### src/mrrp_pkg.sv
// Shared types and constants for the Modbus range reply parser.
`default_nettype none
package mrrp_pkg;

	// Frame framing constants
	localparam logic [7:0]  FUNC_READ_HOLDING = 8'h03;
	localparam logic [7:0]  PAYLOAD_BYTES     = 8'h04;
	localparam logic [3:0]  POS_DIST_HIGH     = 4'd3;
	localparam logic [3:0]  POS_DIST_LOW      = 4'd4;
	localparam logic [3:0]  POS_CRC_FIRST     = 4'd7;
	localparam logic [3:0]  POS_AFTER_LEN     = 4'd3;
	localparam logic [15:0] CRC_INIT          = 16'hFFFF;
	localparam logic [15:0] CRC_POLY          = 16'hA001;

	// Configuration port
	localparam int unsigned CFG_IDX_W  = 1;
	localparam int unsigned CFG_DATA_W = 8;
	localparam logic [CFG_IDX_W-1:0] CFG_DEVICE_ADDRESS = 1'b0;
	localparam logic [CFG_IDX_W-1:0] CFG_CRC_HIGH_FIRST = 1'b1;

	typedef enum logic [1:0] {
		PH_ADDR = 2'd0,
		PH_FUNC = 2'd1,
		PH_LEN  = 2'd2,
		PH_BODY = 2'd3
	} phase_t;

	typedef struct packed {
		logic [7:0] device_address;
		logic       crc_high_first;
	} cfg_t;

	typedef struct packed {
		logic [15:0] distance_mm;
		logic        out_of_range;
		logic        crc_ok;
	} result_t;

endpackage
`default_nettype wire

### src/mrrp_crc_byte.sv
// One-byte CRC-16/MODBUS update, unrolled over the eight bit steps.
`default_nettype none
module mrrp_crc_byte (
	input  wire logic [15:0] crc_in,
	input  wire logic [7:0]  data,
	output logic      [15:0] crc_out
);
	import mrrp_pkg::*;

	// Fold the byte in, then shift eight times with the reflected polynomial
	always_comb begin
		logic [15:0] c;
		c = crc_in ^ {8'h00, data};
		for (int i = 0; i < 8; i++) begin
			if (c[0]) begin
				c = (c >> 1) ^ CRC_POLY;
			end else begin
				c = c >> 1;
			end
		end
		crc_out = c;
	end

endmodule
`default_nettype wire

### src/mrrp_frame_parser.sv
// Frame state machine, CRC accumulator and result register.
`default_nettype none
module mrrp_frame_parser (
	input  wire logic             clk,
	input  wire logic             arst_n,
	input  wire mrrp_pkg::cfg_t   cfg,
	input  wire logic             byte_valid,
	input  wire logic [7:0]       byte_data,
	output logic                  advance,
	output logic                  out_valid,
	input  wire logic             out_stall,
	output mrrp_pkg::result_t     result
);
	import mrrp_pkg::*;

	phase_t      phase_q, phase_d;
	logic [3:0]  count_q, count_d;
	logic [15:0] crc_q, crc_d;
	logic [7:0]  dist_high_q, dist_high_d;
	logic [7:0]  dist_low_q, dist_low_d;
	logic [7:0]  crc_first_q, crc_first_d;
	logic [15:0] crc_seed;
	logic [15:0] crc_next;
	logic        emit;
	logic        step;
	logic [15:0] received;
	logic [15:0] distance;
	logic        out_valid_s2;
	result_t     result_s2;

	// Move on whenever the result register is free or being taken
	assign advance = !out_valid_s2 || !out_stall;
	assign step    = byte_valid && advance;

	// A new frame restarts the CRC from its initial value
	assign crc_seed = (phase_q == PH_ADDR) ? CRC_INIT : crc_q;

	mrrp_crc_byte u_crc (
		.crc_in  (crc_seed),
		.data    (byte_data),
		.crc_out (crc_next)
	);

	// Assemble the received CRC and distance for the last beat
	assign received = cfg.crc_high_first ? {crc_first_q, byte_data}
	                                     : {byte_data, crc_first_q};
	assign distance = {dist_high_q, dist_low_q};

	// Next state of the frame hunt
	always_comb begin
		phase_d     = phase_q;
		count_d     = count_q;
		crc_d       = crc_q;
		dist_high_d = dist_high_q;
		dist_low_d  = dist_low_q;
		crc_first_d = crc_first_q;
		emit        = 1'b0;
		unique case (phase_q)
			PH_ADDR: begin
				if (byte_data == cfg.device_address) begin
					crc_d   = crc_next;
					count_d = 4'd1;
					phase_d = PH_FUNC;
				end
			end
			PH_FUNC: begin
				if (byte_data == FUNC_READ_HOLDING) begin
					crc_d   = crc_next;
					count_d = 4'd2;
					phase_d = PH_LEN;
				end else begin
					phase_d = PH_ADDR;
				end
			end
			PH_LEN: begin
				if (byte_data == PAYLOAD_BYTES) begin
					crc_d   = crc_next;
					count_d = POS_AFTER_LEN;
					phase_d = PH_BODY;
				end else begin
					phase_d = PH_ADDR;
				end
			end
			PH_BODY: begin
				count_d = count_q + 4'd1;
				if (count_q < POS_CRC_FIRST) begin
					if (count_q == POS_DIST_HIGH) begin
						dist_high_d = byte_data;
					end else if (count_q == POS_DIST_LOW) begin
						dist_low_d = byte_data;
					end
					crc_d = crc_next;
				end else if (count_q == POS_CRC_FIRST) begin
					crc_first_d = byte_data;
				end else begin
					emit    = 1'b1;
					phase_d = PH_ADDR;
				end
			end
			default: phase_d = PH_ADDR;
		endcase
	end

	// Hold parser state between beats
	always_ff @(posedge clk or negedge arst_n) begin
		if (!arst_n) begin
			phase_q <= PH_ADDR;
			count_q <= 4'd0;
			crc_q   <= CRC_INIT;
		end else if (step) begin
			phase_q <= phase_d;
			count_q <= count_d;
			crc_q   <= crc_d;
		end
	end

	always_ff @(posedge clk) begin
		if (step) begin
			dist_high_q <= dist_high_d;
			dist_low_q  <= dist_low_d;
			crc_first_q <= crc_first_d;
		end
	end

	// Result register: load on the last frame beat, hold while stalled
	always_ff @(posedge clk or negedge arst_n) begin
		if (!arst_n) begin
			out_valid_s2 <= 1'b0;
		end else if (advance) begin
			out_valid_s2 <= step && emit;
		end
	end

	always_ff @(posedge clk) begin
		if (step && emit) begin
			result_s2.distance_mm  <= distance;
			result_s2.out_of_range <= (distance == 16'd0);
			result_s2.crc_ok       <= (received == crc_q);
		end
	end

	assign out_valid = out_valid_s2;
	assign result    = result_s2;

endmodule
`default_nettype wire

### src/modbus_range_reply_parser.sv
// Top level of the Modbus range reply parser.
//
// Usage: received serial bytes enter on the input channel (in_valid, in_stall,
// rx_byte), one byte per beat. The block hunts for a nine-byte read-holding
// reply from device_address (function 0x03, length 0x04, four payload bytes,
// two CRC bytes) and emits one result per complete frame on the output
// channel (out_valid, out_stall, distance_mm, out_of_range, crc_ok).
// A frame with a bad CRC still gives a result, with crc_ok low.
// Path: a taken byte waits in the input register and is parsed from there;
// the result register loads as the ninth byte is parsed and offers the
// result from there.
// Throughput: one byte per cycle unless a result waits under out_stall; the
// byte's CRC update is one unrolled eight-step unit ahead of the CRC register.
// Stall: while a result waits under out_stall, the byte in the input register
// is held and in_stall rises; bytes flow again once the result is taken.
// Reset: address hunt, CRC at 0xFFFF, device_address 1, crc_high_first 1.
// The user must write registers through cfg_we/cfg_index/cfg_wdata only
// while no frame byte is in flight; the block does not enforce this.
`default_nettype none
module modbus_range_reply_parser (
	input  wire logic                           clk,
	input  wire logic                           arst_n,
	input  wire logic                           cfg_we,
	input  wire logic [mrrp_pkg::CFG_IDX_W-1:0]  cfg_index,
	input  wire logic [mrrp_pkg::CFG_DATA_W-1:0] cfg_wdata,
	input  wire logic                           in_valid,
	output logic                                in_stall,
	input  wire logic [7:0]                     rx_byte,
	output logic                                out_valid,
	input  wire logic                           out_stall,
	output logic [15:0]                         distance_mm,
	output logic                                out_of_range,
	output logic                                crc_ok
);
	import mrrp_pkg::*;

	cfg_t       cfg_q;
	logic       valid_s1;
	logic [7:0] byte_s1;
	logic       advance;
	result_t    result;

	// Configuration registers
	always_ff @(posedge clk or negedge arst_n) begin
		if (!arst_n) begin
			cfg_q.device_address <= 8'h01;
			cfg_q.crc_high_first <= 1'b1;
		end else if (cfg_we) begin
			unique case (cfg_index)
				CFG_DEVICE_ADDRESS: cfg_q.device_address <= cfg_wdata[7:0];
				CFG_CRC_HIGH_FIRST: cfg_q.crc_high_first <= cfg_wdata[0];
				default: ;
			endcase
		end
	end

	// Input register: refill when empty or when its byte moves on
	assign in_stall = valid_s1 && !advance;

	always_ff @(posedge clk or negedge arst_n) begin
		if (!arst_n) begin
			valid_s1 <= 1'b0;
		end else if (!in_stall) begin
			valid_s1 <= in_valid;
		end
	end

	always_ff @(posedge clk) begin
		if (!in_stall) begin
			byte_s1 <= rx_byte;
		end
	end

	mrrp_frame_parser u_parser (
		.clk        (clk),
		.arst_n     (arst_n),
		.cfg        (cfg_q),
		.byte_valid (valid_s1),
		.byte_data  (byte_s1),
		.advance    (advance),
		.out_valid  (out_valid),
		.out_stall  (out_stall),
		.result     (result)
	);

	assign distance_mm  = result.distance_mm;
	assign out_of_range = result.out_of_range;
	assign crc_ok       = result.crc_ok;

endmodule
`default_nettype wire

### config.mk
export PLATFORM = sky130hd
export DESIGN_NAME = modbus_range_reply_parser
export DESIGN_NICKNAME = d
export VERILOG_FILES = /design/src/mrrp_pkg.sv /design/src/mrrp_crc_byte.sv /design/src/mrrp_frame_parser.sv /design/src/modbus_range_reply_parser.sv
export SDC_FILE = /design/constraint.sdc
export NUM_CORES = 1
export LEC_CHECK = 0
export ABC_CLOCK_PERIOD_IN_PS = 2150
export BUFFER_PORTS_ARGS = -buffer_cell sky130_fd_sc_hd__buf_2
export CORE_UTILIZATION = 45
export CTS_CLUSTER_DIAMETER = 30
export DETAILED_ROUTE_END_ITERATION = 12
export PLACE_DENSITY_LB_ADDON = 0.15
export SYNTH_ARGS = -nofsm -noshare
export SYNTH_HDL_FRONTEND = slang
export SYNTH_SLANG_ARGS = --single-unit
### constraint.sdc
create_clock -name clk -period 2.15 [get_ports clk]
set_input_delay 0.3225 -clock clk [delete_from_list [all_inputs] [get_ports clk]]
set_output_delay 0.3225 -clock clk [all_outputs]
set_load 0.02 [all_outputs]
* After elaboration in Yosys (flattened, before gate mapping) *
Index checks and enable logic that the tools add are counted.
W data, S select, Z words.

operators by class
  $add $sub $neg = 1
  order comparisons = 1
  equal/unequal tests = 16
  muxes and demuxes = 28
  bitwise gates (word level) = 12
  reduce and logical (&&, ||, !) cells = 17

operators with widths
  cell                   count
  $mux W16               14
  $pmux W16 S4           1
  $not A2 Y3             8
  $eq A16 B16 Y1         1
  $logic_not A16 Y1      1
  $pmux W4 S4            1
  $reduce_and A4 Y1      4
  $xor A16 B8 Y16        1
  $mux W4                3
  $mux W2                5
  $reduce_and A5 Y1      2
  $eq A4 B3 Y1 const B   2
  $eq A8 B2 Y1 const B   1
  $eq A8 B3 Y1 const B   1
  $eq A8 B8 Y1           1
  $pmux W2 S4            1
  $ne A2 B1 Y1 const B   3
  $ne A2 B2 Y1 const B   3
  $add A4 B1 Y4 const B  1
  $eq A2 B2 Y1 const B   2
  $eq A4 B2 Y1 const B   1
  $lt A4 B3 Y1 const B   1
  $reduce_and A2 Y1      2
  $logic_and A1 B1 Y1    3
  other kinds (6)        12

word-level totals
  register bits after elaboration = 83
  input port bits = 22
  output and inout port bits = 20
  word-level logic and storage cells = 89

* Logic depth before layout (Yosys ltp) *
Gate-level depths: netlist of the first run.

  depth after elaboration = 21
  mapped depth = 8
  gate-level depth less buffers = 6

* Cells and area by module *
Synthesis of the first run repeated with hierarchy kept, for this count alone.

unflattened totals
  cell total of the unflattened synthesis = 303
  area total of the unflattened synthesis = 4107.7 um^2

modules (own cells, without submodules)
  module                     instances  cells an instance  area an instance (um^2)  sequential area each (um^2)
  mrrp_frame_parser          1          241                3154.3                   1856.8
  modbus_range_reply_parser  1          33                 669.4                    493.0
  mrrp_crc_byte              1          29                 284.0                    0.0

* Least setup slack after synthesis of the first run *
No wires, ideal clock.

  kind = flip-flop to flip-flop
  start = register u_parser.out_valid_s2, in the netlist u_parser.out_valid
  end = register u_parser.crc_first_q[0], enable pin
  setup time = 395 ps
  data arrival time = 1632 ps
  data required time = 1755 ps
  setup slack = 123 ps
  cell stages (with the launch flop) = 4
  buffers on the path = 0
  period minus slack after synthesis = 2027 ps
  path through = dfrtp_1 > nand2_1 > nand2_1 > nor4_1

between the ends
  cells in the longest elaborated chain, start to end = 4

ends and longest elaborated chain
  element                             line                      text
  start: declaration                  mrrp_frame_parser.sv:28   logic out_valid_s2;
  start signal: assignment            mrrp_frame_parser.sv:130  out_valid_s2 <= step && emit;
  $logic_not A1 Y1                    mrrp_frame_parser.sv:32   assign advance = !out_valid_s2 || !out_stall;
  $logic_or A1 B1 Y1                  mrrp_frame_parser.sv:32
  $logic_and A1 B1 Y1                 mrrp_frame_parser.sv:33   assign step = byte_valid && advance;
  $reduce_and A4 Y1 (no source line)  n/a
  end signal: assignment              mrrp_frame_parser.sv:121  crc_first_q <= crc_first_d;
  end: declaration                    mrrp_frame_parser.sv:21   logic [7:0] crc_first_q, crc_first_d;

Every way passes these cells.
A chain may end at the register's enable or synchronous reset.

* Worst setup path after layout of the first run *
  start = register byte_s1[5]
  end = register u_parser.crc_q[15]

between the ends
  cells in the longest elaborated chain, start to end = 12
  elaborated cells on any way between the ends = 22
  classes of those cells = 6 x eq/ne; 13 x mux; 2 x bitwise; 1 x reduce/logical

ends and longest elaborated chain
  element                      line                             text
  start: declaration           modbus_range_reply_parser.sv:39  logic [7:0] byte_s1;
  start signal: assignment     modbus_range_reply_parser.sv:70  byte_s1 <= rx_byte;
  $xor A16 B8 Y16              mrrp_crc_byte.sv:13              c = crc_in ^ {8'h00, data};
  $mux W16 (4 in a row)        mrrp_crc_byte.sv:15              if (c[0]) begin
  $not A2 Y3 (no source line)  n/a
  $mux W16 (4 in a row)        mrrp_crc_byte.sv:15
  $mux W16 (on tied branches)  n/a
  $pmux W16 S4                 mrrp_frame_parser.sv:58          unique case (phase_q)
  end signal: assignment       mrrp_frame_parser.sv:113         crc_q <= crc_d;
  end: declaration             mrrp_frame_parser.sv:18          logic [15:0] crc_q, crc_d;

Parallel ways exist; a longest one is shown, timed or not. The select of a mux whose other input is x is not followed.

==> flow_summary.toml, run 1 <==
[status]
outcome = "complete, but fails checks"
failed_checks = "DRC"

[sta]
setup_viol = 0
max_freq_ghz = 0.489
period_minus_slack_ns = 2.05
maxSlewHeadroom = 0.504
hold_viol = 0
finClkSkew_ns = 0.0107
period_share = 0.951
finalSetupTns_ns = 0
worst_slew_pin_slew_ns = 0.744
slew_violations = 0
rsz0062_at_grt = "no"
holdWs_ns = 0.0270
setup_ws_ns = 0.104

[floorplan]
num_rows = 34
die_x_um = 98.5
start_util = 0.473
dieArea_sq_um = 9700
boundaryPins = 42
die_h_um = 98.5
fp.coreArea_sq_um = 8850

[logic_synthesis]
avgSynthCellArea_sq_um = 11.6
synth-edff-count = 50
synth-compound-area-share = 0.0717
async_flop_share = 0.398
synth_flop_cell = "edfxtp_1"
syn_nets = 385
synth_top_family_by_area = "simple AND/OR/NAND/NOR gates"
synthXorXnorAreaFrac = 0.0920
netlist_instances = 361
yosys.area_share.simple = 0.175
syn_area_sq_um = 4190
muxShareOfSynthArea = 0.0520
synthAdderAreaFrac = 0.00597
synth_seq_cells = 83
synthDistinctLibCells = 44
yosysSeqAreaShare = 0.561
ys.warnings.count = 0

[global_route]
use_met1 = 0.248
grt_first_pass_wirelength_um = 13700
grt_overflow = 0
busiest_layer = "met2"
grt_pass1_vias = 2717
use_met2 = 0.310
antenna_found_initial = 0
grtUsageTotal = 0.186
grt_max_degree = 34
gr-usage-met3 = 0.0340

[clock_tree]
cts_htree_levels = 3
cts-root-buf = "clkbuf_8"
cts.sinks = 83
cts_buffers = 9
cts_tree = "yes"
path_clk_slew_ns = 0.09
cts_buffer_depth = 2
insertion_delay_ns = 0.35
hold_buffers = 0

[power_and_ir_drop]
p_leak_uw = 0.00183
ir_drop_uv = 476
p_per_area_nw_per_um2 = 970
power.total_uw = 4690

[placement]
io_buffers = 41
dpl.hpwl_um = 6240
place_congestion = 0.797
dp_slack_ns = 0.0508

[worst_setup_path]
crit_family = "XOR/XNOR gates"
critPathSlowestCell = "edfxtp_1"
startpoint_type = "flop"
cp-end-kind = "flop"
cp_max_fo = 4
path_buf_inv = 1
critPathMaxStageDelay_ns = 0.52
critPathRequiredTime_ns = 2.43
arrival_ns = 2.33
crit_chain = "buf_4 -> xor2_2 -> xnor2_2 -> xnor3_2 -> xor2_1 -> mux2_2"
crit_type = "reg -> reg"

[run]
cap_violations = 0

[routing]
drc_errors = 1
wl_um = 8440
drtPass1Iterations = 11
drt-initial-drc-count = 88
vias = 2852
viasPerCell = 5.35
antenna_left = 0
drt-wirelength-per-cell_um = 15.8

[cells_and_area]
layout_common_cells = "50 x edfxtp_1, 43 x nor2_1, 41 x buf_2"
final-seq-area_sq_um = 2350
final_common_cell = "edfxtp_1"
drive_gt1_frac = 0.318
nFillCells = 786
antenna_cells = 0
multi_input_area_sq_um = 1680
layout-area-overhead-vs-synth_pct = 15.5
nets = 444

[worst_hold_path]
min_path_type = "in -> async"
-- final timing paths --
kind	start	end	slack, ns	cells past startpoint
hold reg to reg	u_parser.dist_high_q[0]	u_parser.result[10]	0.45	0
setup / recovery	byte_s1[5]	u_parser.crc_q[15]	0.10	6
min in group clk	rx_byte[2]	byte_s1[2]	0.14	1
max in group asynchronous	arst_n	u_parser.phase_q[0]	1.65	1
hold / removal	arst_n	valid_s1	0.03	1
setup reg to reg	byte_s1[5]	u_parser.crc_q[15]	0.10	6
-- cell usage after synthesis, types with 2 or more instances --
| cell type | n | area share |
|---|---|---|
| mux2_2 | 13 | 0.035 |
| buf_6 | 4 | 0.011 |
| o21ai_0 | 21 | 0.025 |
| inv_1 | 5 | 0.0045 |
| a21oi_1 | 2 | 0.0024 |
| xor2_1 | 6 | 0.013 |
| nand4_1 | 5 | 0.0075 |
| o311ai_0 | 8 | 0.017 |
| dfstp_2 | 18 | 0.11 |
| xnor2_2 | 2 | 0.0078 |
| xnor2_1 | 29 | 0.061 |
| ha_1 | 2 | 0.0060 |
| nand3_1 | 12 | 0.014 |
| nor4_1 | 8 | 0.012 |
| nor2_2 | 2 | 0.0030 |
| nand2b_1 | 2 | 0.0030 |
| clkbuf_1 | 7 | 0.0063 |
| dfrtp_1 | 15 | 0.090 |
| o21bai_1 | 2 | 0.0036 |
| nand2_1 | 35 | 0.031 |
| edfxtp_1 | 50 | 0.36 |
| nor3_1 | 11 | 0.013 |
| or3_1 | 9 | 0.013 |
| buf_2 | 10 | 0.012 |
| nor2_1 | 44 | 0.039 |
| nor2b_1 | 3 | 0.0045 |
| mux2_1 | 5 | 0.013 |
| buf_4 | 5 | 0.0090 |
| o31ai_1 | 7 | 0.013 |
| nor4bb_1 | 5 | 0.012 |
-- per-stage QoR --
step | instance area, sq um | std cells | utilization
5_1_grt | 4840 | 533 | 0.547
4_1_cts | 4800 | 531 | 0.543
3_5_place_dp | 4600 | 515 | 0.520
3_3_place_gp | 4600 | 515 | 0.520
6_report | 4840 | 533 | 0.547
2_1_floorplan | 4190 | 361 | -
-- report_power, final --
group          switching, uW  internal, uW
Sequential               294          1990
Clock                    589           550
Combinational            608           659
-- timing repair --
| action | 4_1_cts | 5_1_grt |
|---|---|---|
| endpoints found under the setup margin | 0 | 15 |
| setup buffers | 0 | 2 |
| gates resized for setup | 0 | 4 |
-- registers in the layout, indices dropped and copies added, names as in the netlist --
signal,count
byte_s1,8
cfg_q,9
u_parser.count_q,4
u_parser.crc_first_q,8
u_parser.crc_q,16
u_parser.dist_high_q,8
u_parser.dist_low_q,8
u_parser.out_valid,1
u_parser.phase_q,2
u_parser.result,18
valid_s1,1
-- final cells by class --
type,instances,share of cell area
tap,108,0.0279
multi-input combinational,247,0.348
clock buffer,10,0.0264
inverter,5,0.00388
clock inverter,6,0.0147
sequential,83,0.486
timing repair buffer,74,0.0936
-- per-layer routing --
| layer | routed length (um) | share of wire |
|---|---|---|
| met3 | 245 | 0.029 |
| met5 | 0 | 0 |
| met1 | 3960 | 0.47 |
| met2 | 4100 | 0.49 |
| met4 | 133 | 0.016 |
-- worst reg2reg max path: stages, from the launching register on --
cell and delay [ns]:
edfxtp_1 0.52, buf_4 0.21, xor2_2 0.18, xnor2_2 0.22
xnor3_2 0.40, xor2_1 0.17, mux2_2 0.27
-- cell families after synthesis --
logic type | count (synthesis)
adders and majority gates | 2
xor gates and xnor gates | 39
AOI/OAI and AO/OA | 44
DFF | 83
buffers and inverters | 31
and+or+nand+nor | 143
muxes | 19
Power figures use the tool's default switching activity.
==> run 2, diff against run 1 <==
- BUFFER_PORTS_ARGS: -buffer_cell sky130_fd_sc_hd__buf_2 -> -buffer_cell sky130_fd_sc_hd__clkbuf_2
- CORE_UTILIZATION: 45 -> 40
- PLACE_DENSITY_LB_ADDON: 0.15 -> not set
==> run 2 against run 1 <==
The flow now finishes without violations. Sequential share of layout area down 0.19 points. Count of clock-buffer cells in the layout unchanged. Global-route usage down 0.61 points. Combinational power down 3%. Wire length up 7.0%. Utilization down 5.9 points. First-iteration DRC count up 120%. Register-to-register slack about the same. Total power about the same. Hold slack better by 0.098 ns. Setup slack worse by 0.0010 ns.
==> flow_summary.toml, run 2 (synthesis gave the netlist of run 1 again) <==
[status]
outcome = "finished, final reports clean"

[power_and_ir_drop]
swShare = 0.320
pwr-share-clk = 0.243
ir_drop_uv = 364
p_leak_uw = 0.00184
p_per_area_nw_per_um2 = 966
combPwrFrac = 0.263
seqPwrFrac = 0.494
power.total_uw = 4690
netSwitchingPower_uw = 1500
internal_power_uw = 3190

[worst_setup_path]
path_buf_inv = 0
reg2reg_depth = 5
critPathRequiredTime_ns = 2.44
cp_max_fo = 6
r2r_end = "u_parser.crc_q[15]"
arrival_ns = 2.34
critPathMaxStageDelay_ns = 0.54
r2r_start = "byte_s1[1]"
crit_chain = "xnor2_2 -> xnor2_1 -> xnor3_2 -> xor2_1 -> mux2_2"
crit_type = "reg -> reg"
crit_family = "XOR/XNOR gates"
startpoint_type = "flop"
critPathSlowestCell = "edfxtp_1"
cp-end-kind = "flop"
reg2reg_slack_ns = 0.10

[sta]
rsz0062_at_grt = "no"
slew_violations = 0
max_freq_ghz = 0.489
period_share = 0.952
period_minus_slack_ns = 2.05
hold_viol = 0
finClkSkew_ns = 0.0114
finalSetupTns_ns = 0
worst_slew_pin_slew_ns = 0.690
setup_viol = 0
maxSlewHeadroom = 0.539
holdWs_ns = 0.125

[clock_tree]
cts-root-buf = "clkbuf_8"
cts_buffers = 9
path_clk_slew_ns = 0.09
insertion_delay_ns = 0.36
cts.sinks = 83
cts_buffer_depth = 2
cts_tree = "yes"
cts_htree_levels = 3

[global_route]
antenna_found_initial = 0
grt_overflow = 0
grt_pass1_vias = 2841
grt_first_pass_wirelength_um = 14700
grtUsageTotal = 0.180
grt_max_degree = 26

[routing]
drc_errors = 0
drtPass1Iterations = 4
drt-initial-drc-count = 192
wl_um = 9030
vias = 2896
drt-wirelength-per-cell_um = 16.2
viasPerCell = 5.21
antenna_left = 0

[floorplan]
start_util = 0.421
num_rows = 36
die_h_um = 104
dieArea_sq_um = 10900
die_x_um = 104
boundaryPins = 42
fp.coreArea_sq_um = 9950

[cells_and_area]
nFillCells = 897
layout_common_cells = "50 x edfxtp_1, 44 x nor2_1, 41 x clkbuf_2"
fin_util = 0.488
drive_gt1_frac = 0.307
final-seq-area_sq_um = 2350
nets = 442
fin_area_sq_um = 4860
largest_reg_flops = 18
final_common_cell = "edfxtp_1"
layout-area-overhead-vs-synth_pct = 16.0
multi_input_area_sq_um = 1680
antenna_cells = 0

[run]
cap_violations = 0

[placement]
io_buffers = 41
dpl.hpwl_um = 6680
dpl-instance-area_sq_um = 4600
place_congestion = 0.819

[worst_hold_path]
min_to = "byte_s1[1]"
hold_path_startpoint = "rx_byte[1]"
worst_hold_path.num_cells = 1
min_path_type = "in -> reg"
-- run 2: power by group through the flow --
stage	registers, uW	logic [uW]	clock network [uW]
final	2320	1230	1140
after global routing	2370	1380	1230
after CTS	2310	1220	1170
after detailed placement	2350	1210	0
after global placement	2330	1170	0
after floorplan	2140	1120	0
-- run 2: routing by layer --
layer,vias to the layer above,track usage,routed length (um)
met4,0,0.0714,151
met1,1415,0.230,4080
li1,1414,-,-
met5,-,0,0
met3,10,0.0432,328
met2,57,0.293,4470
-- run 2: area by class of cell --
cell class | instances | area share
Inverter | 5 | 0.00386
Tap cell | 133 | 0.0343
Clock buffer | 10 | 0.0263
Clock inverter | 6 | 0.0152
Multi-Input combinational cell | 247 | 0.345
Sequential cell | 83 | 0.484
Timing Repair Buffer | 72 | 0.0914
-- run 2: per-stage QoR --
stage	setup slack [ns]	std cells
2_1_floorplan	0.123	361
3_3_place_gp	0.0647	535
3_5_place_dp	0.0435	535
4_1_cts	0.0329	552
5_1_grt	0.00234	556
6_report	0.103	556
-- run 2: timing repair --
action,in CTS,in global routing
setup endpoints to repair,0,19
resized for setup,0,4
endpoints found under the hold margin,15,0
hold buffers,1,0
buffers inserted,0,4
-- run 2: worst max path at each step --
stage,from,endpoint,slack (ns),cells after the start
after detailed placement,u_parser.phase_q[0],u_parser.crc_q[15],0.04,6
final,byte_s1[1],u_parser.crc_q[15],0.10,5
after floorplan,u_parser.out_valid,u_parser.crc_first_q[0],0.12,3
after global placement,byte_s1[6],u_parser.count_q[2],0.06,7
after global routing,byte_s1[1],u_parser.crc_q[15],0.002,5
after CTS,u_parser.phase_q[0],u_parser.crc_q[15],0.03,6
-- run 2: worst register-to-register path, delay by kind of cell (launching register included) --
| kind | cells | cell delay [ns] |
|---|---|---|
| mux | 1 | 0.28 |
| flops | 1 | 0.54 |
| xor+xnor | 4 | 1.16 |
==> run 3, diff against run 2 <==
- CORE_ASPECT_RATIO: not set -> 1.75
- CORE_MARGIN: not set -> 3
==> run 3 against run 2 <==
First-iteration DRC count is 29% lower. Critical path depth is 1 higher. Utilization is 0.83 points higher. Hold slack worse by 0.048 ns. Total power is 13% higher. Sequential power hardly changed. Count of clock-buffer cells in the layout is 1 lower. Largest cell class unchanged.
==> flow_summary.toml, run 3 (synthesis gave the netlist of run 1 again) <==
[status]
outcome = "finished, final reports clean"

[global_route]
grtUsageTotal = 0.168
grt_first_pass_wirelength_um = 15300
grt_max_degree = 34
grt_pass1_vias = 3049
antenna_found_initial = 0
grt_overflow = 0

[power_and_ir_drop]
p_per_area_nw_per_um2 = 1070
netSwitchingPower_uw = 1520
combPwrFrac = 0.240
power.total_uw = 5310
internal_power_uw = 3790
seqPwrFrac = 0.432
p_leak_uw = 0.00190
pwr-share-clk = 0.328
swShare = 0.286
ir_drop_uv = 538

[clock_tree]
path_clk_slew_ns = 0.06
cts_htree_levels = 3
cts.sinks = 83
cts_tree = "yes"
cts_buffer_depth = 2
cts_buffers = 9
hold_buffers = 0
cts-root-buf = "clkbuf_16"
insertion_delay_ns = 0.33

[worst_hold_path]
min_path_type = "in -> async"

[placement]
dpl-instance-area_sq_um = 4610
io_buffers = 41
dpl.hpwl_um = 7150
dp_slack_ns = 0.0739
place_congestion = 0.819
dp.cells = 530

[routing]
viasPerCell = 5.30
drt-wirelength-per-cell_um = 16.9
vias = 2903
drtPass1Iterations = 4
antenna_left = 0
wl_um = 9280
drc_errors = 0
drt-initial-drc-count = 136

[floorplan]
die_x_um = 83.4
boundaryPins = 42
dieArea_sq_um = 11800
die_h_um = 141
num_rows = 48
start_util = 0.418
fp.coreArea_sq_um = 10000

[cells_and_area]
drive_gt1_frac = 0.310
layout-area-overhead-vs-synth_pct = 18.8
final_common_cell = "edfxtp_1"
largest_reg_flops = 18
final-seq-area_sq_um = 2350
nets = 442
multi_input_area_sq_um = 1670
fin_area_sq_um = 4980
antenna_cells = 0
nFillCells = 907
layout_common_cells = "50 x edfxtp_1, 43 x nor2_1, 41 x clkbuf_2"
layout.cells.non_filler = 548

[sta]
maxSlewHeadroom = 0.443
setup_viol = 0
slew_violations = 0
period_share = 0.963
max_freq_ghz = 0.483
hold_viol = 0
rsz0062_at_grt = "yes"
period_minus_slack_ns = 2.07
setup_ws_ns = 0.0797
holdWs_ns = 0.0763
finClkSkew_ns = 0.00558
worst_slew_pin_slew_ns = 0.835

[worst_setup_path]
critPathLaunch = "u_parser.crc_q[1]"
cp-end-kind = "flop"
r2r_start = "u_parser.crc_q[1]"
startpoint_type = "flop"
cp_max_fo = 8
critPathRequiredTime_ns = 2.41
crit_type = "reg -> reg"
arrival_ns = 2.33

[run]
cap_violations = 0
run 3: critical path, cell delays in order (launching register included):
cell and delay, ns:
dfstp_2 0.63, xnor2_1 0.14, nor2_1 0.08, xnor2_1 0.20, xnor3_2 0.50, xor2_1 0.18
mux2_2 0.27
run 3: final timing paths:
check,endpoint,slack (ns),cells after the start
hold / removal,u_parser.count_q[3],0.08,1
setup reg to reg,u_parser.crc_q[15],0.08,6
min in group clk,byte_s1[2],0.16,1
max in group asynchronous,cfg_q[2],1.54,1
hold reg to reg,u_parser.result[17],0.45,0
setup / recovery,u_parser.crc_q[15],0.08,6
run 3: layout make-up:
class	instances	share of cell area
flip-flops and latches	83	0.472
inverters	5	0.00377
clock buffers	9	0.0452
repair buffers	72	0.0887
clock inverters	7	0.0234
multi-input cells	247	0.336
well taps	125	0.0314
run 3: timing repair:
action | CTS | global route
setup endpoints to repair | 0 | 12
gates resized for setup | 0 | 3
setup buffers | 0 | 2
run 3: power groups by stage:
stage	logic, uW	registers, uW	clock network (uW)
floorplan	1120	2140	0
global placement	1230	2310	0
detailed placement	1280	2320	0
CTS	1290	2290	1780
global route	1410	2340	1850
finish	1280	2300	1740
run 3: routing by layer:
layer	vias to the layer above	part of all wire	global-route usage
met5	-	0	0
met4	0	0.025	0.0749
met3	15	0.029	0.0302
met2	55	0.58	0.329
met1	1425	0.36	0.168
li1	1408	-	-
run 3: through the flow:
stage               setup TNS [ns]   util
floorplan                        0      -
global placement                 0  0.460
detailed placement               0  0.460
CTS                              0  0.494
global route              -0.00833  0.496
finish                           0  0.496
